File: config.mk
export PLATFORM = sky130hd
export DESIGN_NAME = pid_controller_deadband
export DESIGN_NICKNAME = d
export VERILOG_FILES = /design/src/sv/pidd_pkg.sv /design/src/sv/pid_controller_deadband.sv /design/src/sv/pidd_mul.sv /design/src/sv/pidd_div.sv
export SDC_FILE = /design/constraint.sdc
export NUM_CORES = 2
export LEC_CHECK = 0
export BUFFER_PORTS_ARGS = -buffer_cell sky130_fd_sc_hd__buf_2
export CAP_MARGIN = 30
export CORE_MARGIN = 1
export CORE_UTILIZATION = 64
export DETAILED_ROUTE_END_ITERATION = 12
export GPL_ROUTABILITY_DRIVEN = 0
export PLACE_DENSITY = 0.83
export SLEW_MARGIN = 25
export SYNTH_ARGS = -nofsm -noshare
export SYNTH_HDL_FRONTEND = slang
export SYNTH_HIERARCHICAL = 1
export SYNTH_SLANG_ARGS = --single-unit
File: constraint.sdc
create_clock -name i_clk -period 8.58 [get_ports i_clk]
set_input_delay 1.287 -clock i_clk [delete_from_list [all_inputs] [get_ports i_clk]]
set_output_delay 1.287 -clock i_clk [all_outputs]
set_load 0.03 [all_outputs]
File: src/sv/pidd_pkg.sv
package pidd_pkg;

    localparam int FracBits   = 16;
    localparam int DataW      = 32;
    localparam int DtW        = 16;
    localparam int UsPerS     = 1000000;
    localparam int CfgIdxW    = 3;
    localparam int CfgDataW   = 32;

    typedef enum logic [2:0] {
        CFG_P_GAIN     = 3'd0,
        CFG_I_GAIN     = 3'd1,
        CFG_D_GAIN     = 3'd2,
        CFG_SET_POINT  = 3'd3,
        CFG_SP_SHIFT   = 3'd4,
        CFG_INT_LIMIT  = 3'd5,
        CFG_DEAD_BAND  = 3'd6
    } t_cfg_idx;

    typedef enum logic [3:0] {
        ST_IDLE,
        ST_ERR,
        ST_IMUL,
        ST_IDIV,
        ST_ICLAMP,
        ST_DMUL,
        ST_DDIV,
        ST_PMUL,
        ST_IMULG,
        ST_DMULG,
        ST_OUT
    } t_state;

    // shift-add multiplier and divider request / status
    typedef struct packed {
        logic start;
    } t_mul_ctl;

    typedef struct packed {
        logic busy;
        logic done;
    } t_unit_sts;

endpackage

File: src/sv/pid_controller_deadband.sv
// pid controller with deadband and integral clamp, fixed point with
// FRAC_BITS fraction bits
//
// channels: s_axis takes one sample (tdata bits 31:0 measured_value,
// 47:32 time_delta_us); m_axis gives one result per sample (tdata bits
// 31:0 control_out, 63:32 error_now; tuser priming_sample). gains, set
// point, shift, integral limit and dead band are written through i_cfg_*;
// the user must do so only while the block is idle; the block does not enforce it.
//
// one sample is worked at a time by a bit-serial multiplier and a
// bit-serial divider, one bit per cycle: integral step (multiply, then
// divide), derivative step (multiply, then divide), then three gain
// products, plus a state each for error, clamp and output. the priming
// sample (first after reset) skips these steps; its result is registered as it is taken.
// s_axis_tready is high only in idle: no new sample until the last is done.
//
// reset clears the integral, both errors, the primed flag and all
// configuration. a stalled result sits in the output register until
// taken; the next sample is accepted in the same cycle it leaves.
module pid_controller_deadband import pidd_pkg::*; #(
    parameter int FRAC_BITS = FracBits
) (
    input  logic                 i_clk,
    input  logic                 i_rst_n,
    input  logic                 s_axis_tvalid,
    output logic                 s_axis_tready,
    input  logic [47:0]          s_axis_tdata,   // measured_value, time_delta_us
    output logic                 m_axis_tvalid,
    input  logic                 m_axis_tready,
    output logic [63:0]          m_axis_tdata,   // control_out, error_now
    output logic                 m_axis_tuser,   // priming_sample
    input  logic                 i_cfg_we,
    input  logic [CfgIdxW-1:0]   i_cfg_idx,
    input  logic [CfgDataW-1:0]  i_cfg_data
);
    localparam int NW = 56;  // 33-bit error x 1e6 fits
    localparam int DW = 21;  // 1e6 fits
    localparam logic signed [DataW-1:0] SMax = {1'b0, {(DataW-1){1'b1}}};
    localparam logic signed [DataW-1:0] SMin = {1'b1, {(DataW-1){1'b0}}};

    // configuration
    logic signed [DataW-1:0] r_p_gain, r_i_gain, r_d_gain, r_sp, r_sp_shift;
    logic [DataW-2:0]        r_int_lim, r_dead_band;

    // state
    logic signed [DataW-1:0] r_integ, r_err, r_prev_err, r_deriv;
    logic                    r_primed;
    logic signed [DataW-1:0] r_meas;
    logic [DtW-1:0]          r_dt;
    logic signed [67:0]      r_sum;

    logic [DataW-1:0]        r_out_ctrl, r_out_err;
    logic                    r_out_prime, r_out_valid;
    logic                    w_out_load;

    t_state r_state, n_state;

    // shared multiplier: 33-bit signed a, 32-bit b
    t_mul_ctl                w_mctl, w_dctl;
    t_unit_sts               w_msts, w_dsts;
    logic signed [32:0]      w_ma;
    logic signed [31:0]      w_mb;
    logic signed [64:0]      w_mp;
    logic signed [NW-1:0]    w_dnum;
    logic [DW-1:0]           w_dden;
    logic signed [NW-1:0]    w_dq;

    pidd_mul #(.AW(33), .BW(32)) u_mul (
        .i_clk(i_clk), .i_rst_n(i_rst_n), .i_ctl(w_mctl),
        .i_a(w_ma), .i_b(w_mb), .o_sts(w_msts), .o_p(w_mp)
    );

    pidd_div #(.NW(NW), .DW(DW)) u_div (
        .i_clk(i_clk), .i_rst_n(i_rst_n), .i_ctl(w_dctl),
        .i_num(w_dnum), .i_den(w_dden), .o_sts(w_dsts), .o_q(w_dq)
    );

    logic signed [33:0] w_raw;
    logic [33:0]        w_mag;
    logic signed [32:0] w_ediff;
    logic signed [NW-1:0] w_iq_next;
    logic signed [33:0] w_integ_new;
    logic signed [32:0] w_lim;
    logic signed [NW-1:0] w_dq_sat;
    logic signed [67:0] w_term;
    logic signed [DataW-1:0] w_err_new;

    assign w_raw   = 34'(r_sp) + 34'(r_sp_shift) - 34'(r_meas);
    assign w_mag   = w_raw[33] ? 34'(-w_raw) : 34'(w_raw);
    assign w_ediff = 33'(r_err) - 33'(r_prev_err);
    assign w_lim   = 33'({1'b0, r_int_lim});
    assign w_integ_new = 34'(r_integ) + 34'(w_dq);
    assign w_term  = 68'(w_mp >>> FRAC_BITS);

    always_comb begin
        if (w_mag <= 34'(r_dead_band))      w_err_new = '0;
        else if (w_raw > 34'(SMax))         w_err_new = SMax;
        else if (w_raw < 34'(SMin))         w_err_new = SMin;
        else                                w_err_new = w_raw[DataW-1:0];
    end

    always_comb begin
        w_mctl.start = 1'b0;
        w_dctl.start = 1'b0;
        w_ma = 33'(r_err);
        w_mb = 32'(r_dt);
        w_dnum = NW'(w_mp);
        w_dden = DW'(UsPerS);
        n_state = r_state;
        unique case (r_state)
            ST_IDLE: begin
                if (s_axis_tvalid && s_axis_tready && r_primed) n_state = ST_ERR;
            end
            ST_ERR: begin
                w_ma = 33'(w_err_new);
                w_mb = 32'(r_dt);
                w_mctl.start = 1'b1;
                n_state = ST_IMUL;
            end
            ST_IMUL: begin
                if (w_msts.done) begin
                    w_dctl.start = 1'b1;
                    n_state = ST_IDIV;
                end
            end
            ST_IDIV: if (w_dsts.done) n_state = ST_ICLAMP;
            ST_ICLAMP: begin
                w_ma = w_ediff;
                w_mb = 32'(UsPerS);
                w_mctl.start = 1'b1;
                n_state = ST_DMUL;
            end
            ST_DMUL: begin
                w_dden = DW'(r_dt);
                if (w_msts.done) begin
                    w_dctl.start = 1'b1;
                    n_state = ST_DDIV;
                end
            end
            ST_DDIV: begin
                if (w_dsts.done) begin
                    w_ma = 33'(r_err);
                    w_mb = r_p_gain;
                    w_mctl.start = 1'b1;
                    n_state = ST_PMUL;
                end
            end
            ST_PMUL: begin
                if (w_msts.done) begin
                    w_ma = 33'(r_integ);
                    w_mb = r_i_gain;
                    w_mctl.start = 1'b1;
                    n_state = ST_IMULG;
                end
            end
            ST_IMULG: begin
                if (w_msts.done) begin
                    w_ma = 33'(r_deriv);
                    w_mb = r_d_gain;
                    w_mctl.start = 1'b1;
                    n_state = ST_DMULG;
                end
            end
            ST_DMULG: if (w_msts.done) n_state = ST_OUT;
            ST_OUT:   if (!r_out_valid || m_axis_tready) n_state = ST_IDLE;
            default:  n_state = ST_IDLE;
        endcase
    end

    assign w_dq_sat = w_dq;
    assign s_axis_tready = (r_state == ST_IDLE) && (!r_out_valid || m_axis_tready);

    // output register loads a new result this cycle
    assign w_out_load = (s_axis_tvalid && s_axis_tready && !r_primed) ||
                        ((r_state == ST_OUT) && (!r_out_valid || m_axis_tready));

    always_ff @(posedge i_clk) begin
        if (!i_rst_n) begin
            r_state     <= ST_IDLE;
            r_primed    <= 1'b0;
            r_integ     <= '0;
            r_err       <= '0;
            r_prev_err  <= '0;
            r_out_valid <= 1'b0;
            r_p_gain    <= '0;
            r_i_gain    <= '0;
            r_d_gain    <= '0;
            r_sp        <= '0;
            r_sp_shift  <= '0;
            r_int_lim   <= '0;
            r_dead_band <= '0;
        end else begin
            r_state <= n_state;
            if (m_axis_tvalid && m_axis_tready && !w_out_load) r_out_valid <= 1'b0;

            if (i_cfg_we) begin
                unique case (t_cfg_idx'(i_cfg_idx))
                    CFG_P_GAIN:    r_p_gain    <= i_cfg_data;
                    CFG_I_GAIN:    r_i_gain    <= i_cfg_data;
                    CFG_D_GAIN:    r_d_gain    <= i_cfg_data;
                    CFG_SET_POINT: r_sp        <= i_cfg_data;
                    CFG_SP_SHIFT:  r_sp_shift  <= i_cfg_data;
                    CFG_INT_LIMIT: r_int_lim   <= i_cfg_data[DataW-2:0];
                    CFG_DEAD_BAND: r_dead_band <= i_cfg_data[DataW-2:0];
                    default: ;
                endcase
            end

            if (s_axis_tvalid && s_axis_tready) begin
                r_meas <= s_axis_tdata[31:0];
                // zero time delta counts as one
                r_dt   <= (s_axis_tdata[47:32] == '0) ? DtW'(1) : s_axis_tdata[47:32];
                if (!r_primed) begin
                    // priming sample: report current error, output zero
                    r_primed    <= 1'b1;
                    r_prev_err  <= r_err;
                    r_out_ctrl  <= '0;
                    r_out_err   <= r_err;
                    r_out_prime <= 1'b1;
                    r_out_valid <= 1'b1;
                end
            end

            unique case (r_state)
                ST_ERR: r_err <= w_err_new;
                ST_IDIV: begin
                    if (w_dsts.done) begin
                        // clamp to +/- limit
                        if (w_integ_new > 34'(w_lim))       r_integ <= w_lim[DataW-1:0];
                        else if (w_integ_new < 34'(-w_lim)) r_integ <= 32'(-w_lim);
                        else                                r_integ <= w_integ_new[DataW-1:0];
                    end
                end
                ST_DDIV: begin
                    if (w_dsts.done) begin
                        if (w_dq_sat > NW'(SMax))      r_deriv <= SMax;
                        else if (w_dq_sat < NW'(SMin)) r_deriv <= SMin;
                        else                           r_deriv <= w_dq_sat[DataW-1:0];
                    end
                end
                ST_PMUL:  if (w_msts.done) r_sum <= w_term;
                ST_IMULG: if (w_msts.done) r_sum <= r_sum + w_term;
                ST_DMULG: if (w_msts.done) r_sum <= r_sum + w_term;
                ST_OUT: begin
                    if (!r_out_valid || m_axis_tready) begin
                        if (r_sum > 68'(SMax))      r_out_ctrl <= SMax;
                        else if (r_sum < 68'(SMin)) r_out_ctrl <= SMin;
                        else                        r_out_ctrl <= r_sum[DataW-1:0];
                        r_out_err   <= r_err;
                        r_out_prime <= 1'b0;
                        r_out_valid <= 1'b1;
                        r_prev_err  <= r_err;
                    end
                end
                default: ;
            endcase
        end
    end

    assign m_axis_tvalid = r_out_valid;
    assign m_axis_tdata  = {r_out_err, r_out_ctrl};
    assign m_axis_tuser  = r_out_prime;

    // units never run at once
    a_one_unit: assert property (@(posedge i_clk) disable iff (!i_rst_n)
        !(w_msts.busy && w_dsts.busy))
        else $error("multiplier and divider busy together");

    // input only taken in idle
    a_take_idle: assert property (@(posedge i_clk) disable iff (!i_rst_n)
        (s_axis_tvalid && s_axis_tready) |-> (r_state == ST_IDLE))
        else $error("sample taken while busy");

    // priming result comes out next cycle
    a_prime: assert property (@(posedge i_clk) disable iff (!i_rst_n)
        (s_axis_tvalid && s_axis_tready && !r_primed) |=> (r_out_valid && r_out_prime))
        else $error("priming result missing");
endmodule

File: src/sv/pidd_mul.sv
// bit-serial signed multiplier, one multiplier bit per cycle
module pidd_mul import pidd_pkg::*; #(
    parameter int AW = 32,
    parameter int BW = 32
) (
    input  logic                     i_clk,
    input  logic                     i_rst_n,
    input  t_mul_ctl                 i_ctl,
    input  logic signed [AW-1:0]     i_a,
    input  logic signed [BW-1:0]     i_b,
    output t_unit_sts                o_sts,
    output logic signed [AW+BW-1:0]  o_p
);
    localparam int CW = $clog2(BW + 1);

    logic signed [AW+BW-1:0] r_acc, n_acc;
    logic signed [AW+BW-1:0] r_mcand, n_mcand;
    logic [BW-1:0]           r_mplier, n_mplier;
    logic [CW-1:0]           r_cnt, n_cnt;
    logic                    r_busy, n_busy;
    logic                    r_done, n_done;

    always_comb begin
        n_acc    = r_acc;
        n_mcand  = r_mcand;
        n_mplier = r_mplier;
        n_cnt    = r_cnt;
        n_busy   = r_busy;
        n_done   = 1'b0;
        if (i_ctl.start) begin
            n_acc    = '0;
            n_mcand  = (AW+BW)'(i_a);
            n_mplier = i_b;
            n_cnt    = '0;
            n_busy   = 1'b1;
        end else if (r_busy) begin
            // top multiplier bit carries negative weight
            if (r_mplier[0]) begin
                if (r_cnt == CW'(BW - 1)) n_acc = r_acc - r_mcand;
                else                      n_acc = r_acc + r_mcand;
            end
            n_mcand  = r_mcand <<< 1;
            n_mplier = r_mplier >> 1;
            n_cnt    = r_cnt + CW'(1);
            if (r_cnt == CW'(BW - 1)) begin
                n_busy = 1'b0;
                n_done = 1'b1;
            end
        end
    end

    always_ff @(posedge i_clk) begin
        if (!i_rst_n) begin
            r_busy <= 1'b0;
            r_done <= 1'b0;
            r_cnt  <= '0;
        end else begin
            r_busy <= n_busy;
            r_done <= n_done;
            r_cnt  <= n_cnt;
        end
        r_acc    <= n_acc;
        r_mcand  <= n_mcand;
        r_mplier <= n_mplier;
    end

    assign o_sts.busy = r_busy;
    assign o_sts.done = r_done;
    assign o_p        = r_acc;
endmodule

File: src/sv/pidd_div.sv
// restoring divider on magnitudes, one quotient bit per cycle, truncates toward zero
module pidd_div import pidd_pkg::*; #(
    parameter int NW = 56,
    parameter int DW = 21
) (
    input  logic                  i_clk,
    input  logic                  i_rst_n,
    input  t_mul_ctl              i_ctl,
    input  logic signed [NW-1:0]  i_num,
    input  logic [DW-1:0]         i_den,
    output t_unit_sts             o_sts,
    output logic signed [NW-1:0]  o_q
);
    localparam int CW = $clog2(NW + 1);

    logic [NW-1:0] r_quo, n_quo;
    logic [DW:0]   r_rem, n_rem;
    logic [DW-1:0] r_den, n_den;
    logic          r_neg, n_neg;
    logic [CW-1:0] r_cnt, n_cnt;
    logic          r_busy, n_busy;
    logic          r_done, n_done;
    logic [DW:0]   w_trial;

    always_comb begin
        n_quo  = r_quo;
        n_rem  = r_rem;
        n_den  = r_den;
        n_neg  = r_neg;
        n_cnt  = r_cnt;
        n_busy = r_busy;
        n_done = 1'b0;
        w_trial = {r_rem[DW-1:0], r_quo[NW-1]};
        if (i_ctl.start) begin
            n_neg  = i_num[NW-1];
            n_quo  = i_num[NW-1] ? (~i_num + NW'(1)) : i_num;
            n_rem  = '0;
            n_den  = i_den;
            n_cnt  = '0;
            n_busy = 1'b1;
        end else if (r_busy) begin
            n_quo = r_quo << 1;
            if (w_trial >= {1'b0, r_den}) begin
                n_rem    = w_trial - {1'b0, r_den};
                n_quo[0] = 1'b1;
            end else begin
                n_rem = w_trial;
            end
            n_cnt = r_cnt + CW'(1);
            if (r_cnt == CW'(NW - 1)) begin
                n_busy = 1'b0;
                n_done = 1'b1;
            end
        end
    end

    always_ff @(posedge i_clk) begin
        if (!i_rst_n) begin
            r_busy <= 1'b0;
            r_done <= 1'b0;
            r_cnt  <= '0;
        end else begin
            r_busy <= n_busy;
            r_done <= n_done;
            r_cnt  <= n_cnt;
        end
        r_quo <= n_quo;
        r_rem <= n_rem;
        r_den <= n_den;
        r_neg <= n_neg;
    end

    assign o_sts.busy = r_busy;
    assign o_sts.done = r_done;
    assign o_q        = r_neg ? -$signed(r_quo) : $signed(r_quo);
endmodule
Word-level counts from Yosys, hierarchy flattened:

Cells that the tools add are included.

* add/subtract/negate cells: 15
* order comparisons: 10
* eq/ne operators: 28
* mux-type cells: 74
* bitwise gates (word level): 4
* reductions and logical operators: 39

Operators by type and width (number)
* 32-bit two-way mux: 25
* 56-bit two-way mux: 4
* 65-bit two-way mux: 3
* 68-bit two-way mux: 2
* 68-bit one-hot mux with 2 select lines: 1
* 33-bit one-hot mux with 4 select lines: 1
* 32-bit one-hot mux with 4 select lines: 1
* 68-bit by 49-bit adder with 68-bit output: 1
* 68-bit by 32-bit > comparator with 1-bit output, second input constant: 1
* 68-bit by 32-bit < comparator with 1-bit output, second input constant: 1
* 33-bit two-way mux: 2
* 65-bit adder: 1
* 65-bit subtractor: 1
* 56-bit by 2-bit adder with 56-bit output, second input constant: 1
* 56-bit by 32-bit > comparator with 1-bit output, second input constant: 1
* 56-bit by 32-bit < comparator with 1-bit output, second input constant: 1
* 56-bit negation: 1
* 56-bit inverter: 1
* 4-bit one-hot mux with 11 select lines: 1
* 4-bit two-way mux: 9
* 32-bit by 34-bit adder with 34-bit output: 1
* 34-bit by 32-bit > comparator with 1-bit output: 1
* 34-bit by 32-bit > comparator with 1-bit output, second input constant: 1
* 34-bit by 31-bit less-or-equal comparator with 1-bit output: 1
* other kinds (41): 107

* flip-flop bits (word level): 814
* input bits: 88

Depth between registers and ports, before layout:

* word-level depth: 13
* gate-level depth with buffers: 32
* mapped depth without buffers: 30

Modules after synthesis:

The synthesis kept the hierarchy.

Modules (own cells, without submodules)
* pid_controller_deadband: instances 1, cells each 4535, area an instance 36686.4 um2, seq. area each 12882.4 um2
* pidd_mul: instances 1, cells each 1297, area an instance 11656.2 um2, seq. area each 4374.2 um2
* pidd_div: instances 1, cells each 889, area an instance 7852.5 um2, seq. area each 2922.8 um2

Least setup slack after synthesis:

Ideal clock, no wire load.

* path type: register to register
* start point: register u_div.r_quo[6]
* end point: register r_integ[21]
* library setup time: 0.119 ns
* arrival: 7.266 ns
* data required time: 8.461 ns
* path slack: 1.195 ns
* cell stages (with the launch flop): 29
* clock period less this slack: 7.385 ns
* cells stage by stage: edfxtp_1 > or4_4 > or4_4 > or2_2 > o41ai_1 > xnor2_1 > ha_1 > a21o_1 > a221o_1 > a21oi_1 > o21ai_0 > o211ai_1 > a211oi_1 > o31ai_1 > xor2_1 > inv_1 > ha_1 > a21o_1 > a21o_1 > a21o_1 > a21o_1 > a21o_1 > a2111oi_0 > o211ai_1 > nand2_1 > buf_1 > mux2_2 > a21o_1 > o221a_2

* cells in the longest elaborated chain, start to end: 6
* elaborated cells between the ends (all ways): 7

RTL lines
* from (decl): line pidd_div.sv:16 `logic [NW-1:0] r_quo, n_quo;`
* from (signal assigned): line pidd_div.sv:67 `r_quo <= n_quo;`
* 56-bit negation *: line pidd_div.sv:75 `assign o_q = r_neg ? -$signed(r_quo) : $signed(r_quo);`
* 56-bit two-way mux *: line pidd_div.sv:75
* net w_dq[13]: line pid_controller_deadband.sv:66 `logic signed [NW-1:0] w_dq;`
* 32-bit by 34-bit adder with 34-bit output *: line pid_controller_deadband.sv:92 `assign w_integ_new = 34'(r_integ) + 34'(w_dq);`
* 34-bit < comparator: line pid_controller_deadband.sv:230 `else if (w_integ_new < 34'(-w_lim)) r_integ <= 32'(-w_lim);`
* 32-bit two-way mux: line pid_controller_deadband.sv:230
* 32-bit two-way mux *: line pid_controller_deadband.sv:229 `if (w_integ_new > 34'(w_lim)) r_integ <= w_lim[DataW-1:0];`
* to (signal assigned): line pid_controller_deadband.sv:229
* to (signal assigned): line pid_controller_deadband.sv:230
* to (signal assigned): line pid_controller_deadband.sv:231 `else r_integ <= w_integ_new[DataW-1:0];`
* to (decl): line pid_controller_deadband.sv:46 `logic signed [DataW-1:0] r_integ, r_err, r_prev_err, r_deriv;`

The timed path passes the listed nets; every way through them passes the cells marked *.
A chain may end at the register's enable or synchronous reset.

Worst setup path after layout:

* start point: register u_div.r_quo[5]
* end point: register r_integ[1]

The elaborated chain is that of the path after synthesis.

==> results.yml <==
outcome:
  status: "complete, no violations"
sta:
  finalCritPeriodShare_pct: 94.6
  setup_violations: 0
  drv_slew: 0
  finalHoldViolations: 0
  setup_slack_ns: 0.466
  post-route-min-period_ns: 8.11
  tightest_slew_ns: 1.13
  max_freq_mhz: 123
  slew_headroom_pct: 24.0
  rsz0062_at_grt: "no"
  finClkSkew_ns: 0.0382
  setup_tns_ns: 0
routing:
  drt_iter0_markers: 6525
  drc: 0
  via_count: 51978
  ant_nets: 0
  avgRoutedWirePerCell_um: 21.2
  wirelength_um: 168000
  via_per_inst: 6.55
  dr.pass1.iters: 8
floorplan:
  core_um2: 86900
  die_h_um: 298
  die_area_um2: 89000
  placementRows: 108
  ios: 155
  die_w_um: 298
  initial_utilization_pct: 64.7
setup_path:
  worst_path_max_delay_cell: "or4_4"
  cp.arrival_ns: 8.64
  worst-path-stages: 27
  setup.worst_path.end_class: "flop"
  ff2ff_path_depth: 27
  slowest_delay_ns: 0.57
  crit_family: "compound AO/OA/AOI/OAI gates"
  crit_buf_inv: 2
  crit_path_frequent_cell: "a21o_1"
  worstPathRequired_ns: 9.11
  path_max_fanout: 9
  cp-start-kind: "flop"
  crit_type: "reg -> reg"
global_route:
  grt_pass1_vias: 47846
  grt_use_met3_pct: 7.83
  grt_util_all_layers_pct: 36.6
  antenna_found_initial: 6
  overflow: 0
  busiest_layer: "met2"
  grt_max_degree: 162
  grtUsageMet2_pct: 57.5
  met1_usage_pct: 48.3
  grt_first_pass_wirelength_um: 261000
clocking:
  ctsLongestPathBuffers: 3
  cts_inserted_buffers: 89
  ctsHoldBuffers: 0
  clock-root-buffer: "clkbuf_16"
  cts_tree: "done"
  post_cts_buffers: 0
  clkTransAtPathRegs_ns: 0.07
  clk_latency_ns: 0.69
  cts_resized: 0
  cts.sinks: 814
  htree_levels: 3
flow_run:
  cap_violations: 0
placed_design:
  io_buffer_count: 154
  placed_area_um2: 57800
  pre_cts_slack_ns: 0.562
  dp_hpwl_um: 121000
finish:
  syn2layout_area_growth_pct: 8.20
  final_cell_mix: "1,119 x nand2_1, 731 x a21oi_1, 424 x dfxtp_1, 394 x inv_1, 388 x edfxtp_1"
  drive_gt1_share_pct: 8.88
  post-route-cell-area_um2: 60800
  mostFrequentLayoutCell: "nand2_1"
  final_nets: 7184
yosys:
  syn_area_per_cell_um2: 8.36
  synth_area_um2: 56200
  syn_inst: 6719
  yosysWarnings: 6
  syn-num-nets: 7198
worst_hold_path:
  hp-class: "reg -> reg"
  hold_depth: 2
power:
  power.total_w: 0.0151
  p_per_area_nw_per_um2: 249
  leakagePower_nw: 23.8
  peakVddDrop_mv: 0.201
## cell type report
type	count	area (um2)
Multi-Input combinational cell	5152	33200
Sequential cell	814	20200
Inverter	396	1490
Timing Repair Buffer	252	1560
Clock buffer	131	2600
Clock inverter	36	304
Tap cell	1155	1450
Fill cell	6706	26100
Antenna cell	1	2.50
## flip-flops by register name, summed over array words and instances, names as in the netlist, 56 cells and up
signal and count:
u_mul/r_mcand 65, u_div/r_quo 56, r_sum 68, u_mul/o_p 65
## per-stage QoR
step                      hold slack [ns]  cells  util (%)
final                               0.453   7937      70.0
after global routing                0.466   7936      70.0
after CTS                           0.454   7934      69.9
after detailed placement            0.446   7767      66.6
after global placement              0.441   7765      66.5
after floorplan                     0.436   6719         -
## worst register-to-register path, delay by kind of cell, from the launching register on
family / cells / cell delay (ns)
AO/OA/AOI/OAI: 15 / 3.81
multiplexers: 2 / 0.47
AND/OR/NAND/NOR: 4 / 1.79
flip-flops: 1 / 0.46
buffers and inverters: 2 / 0.33
adder cells (fa/ha/maj): 2 / 0.66
XOR/XNOR: 2 / 0.44
## report_power, final
part / switching, W / internal, W
registers: 0.000418 / 0.00459
clock network: 0.00170 / 0.00218
logic: 0.00388 / 0.00237
## routing by layer
layer  up-vias  wire length [um]
li1      24156                 -
met1     24510             65300
met2      2797             74900
met3       507             19700
met4         8              8180
met5         -                56
## final timing paths
kind	from	endpoint	slack (ns)
worst max-delay path	u_div/r_quo[5]$_DFFE_PP_	r_integ[1]$_SDFFE_PN0P_	0.47
worst min-delay path	r_prev_err[7]$_SDFF_PN0_	r_prev_err[7]$_SDFF_PN0_	0.45
worst max register to register	u_div/r_quo[5]$_DFFE_PP_	r_integ[1]$_SDFFE_PN0P_	0.47
worst min register to register	r_prev_err[7]$_SDFF_PN0_	r_prev_err[7]$_SDFF_PN0_	0.45
Power figures use the tool's default switching activity.
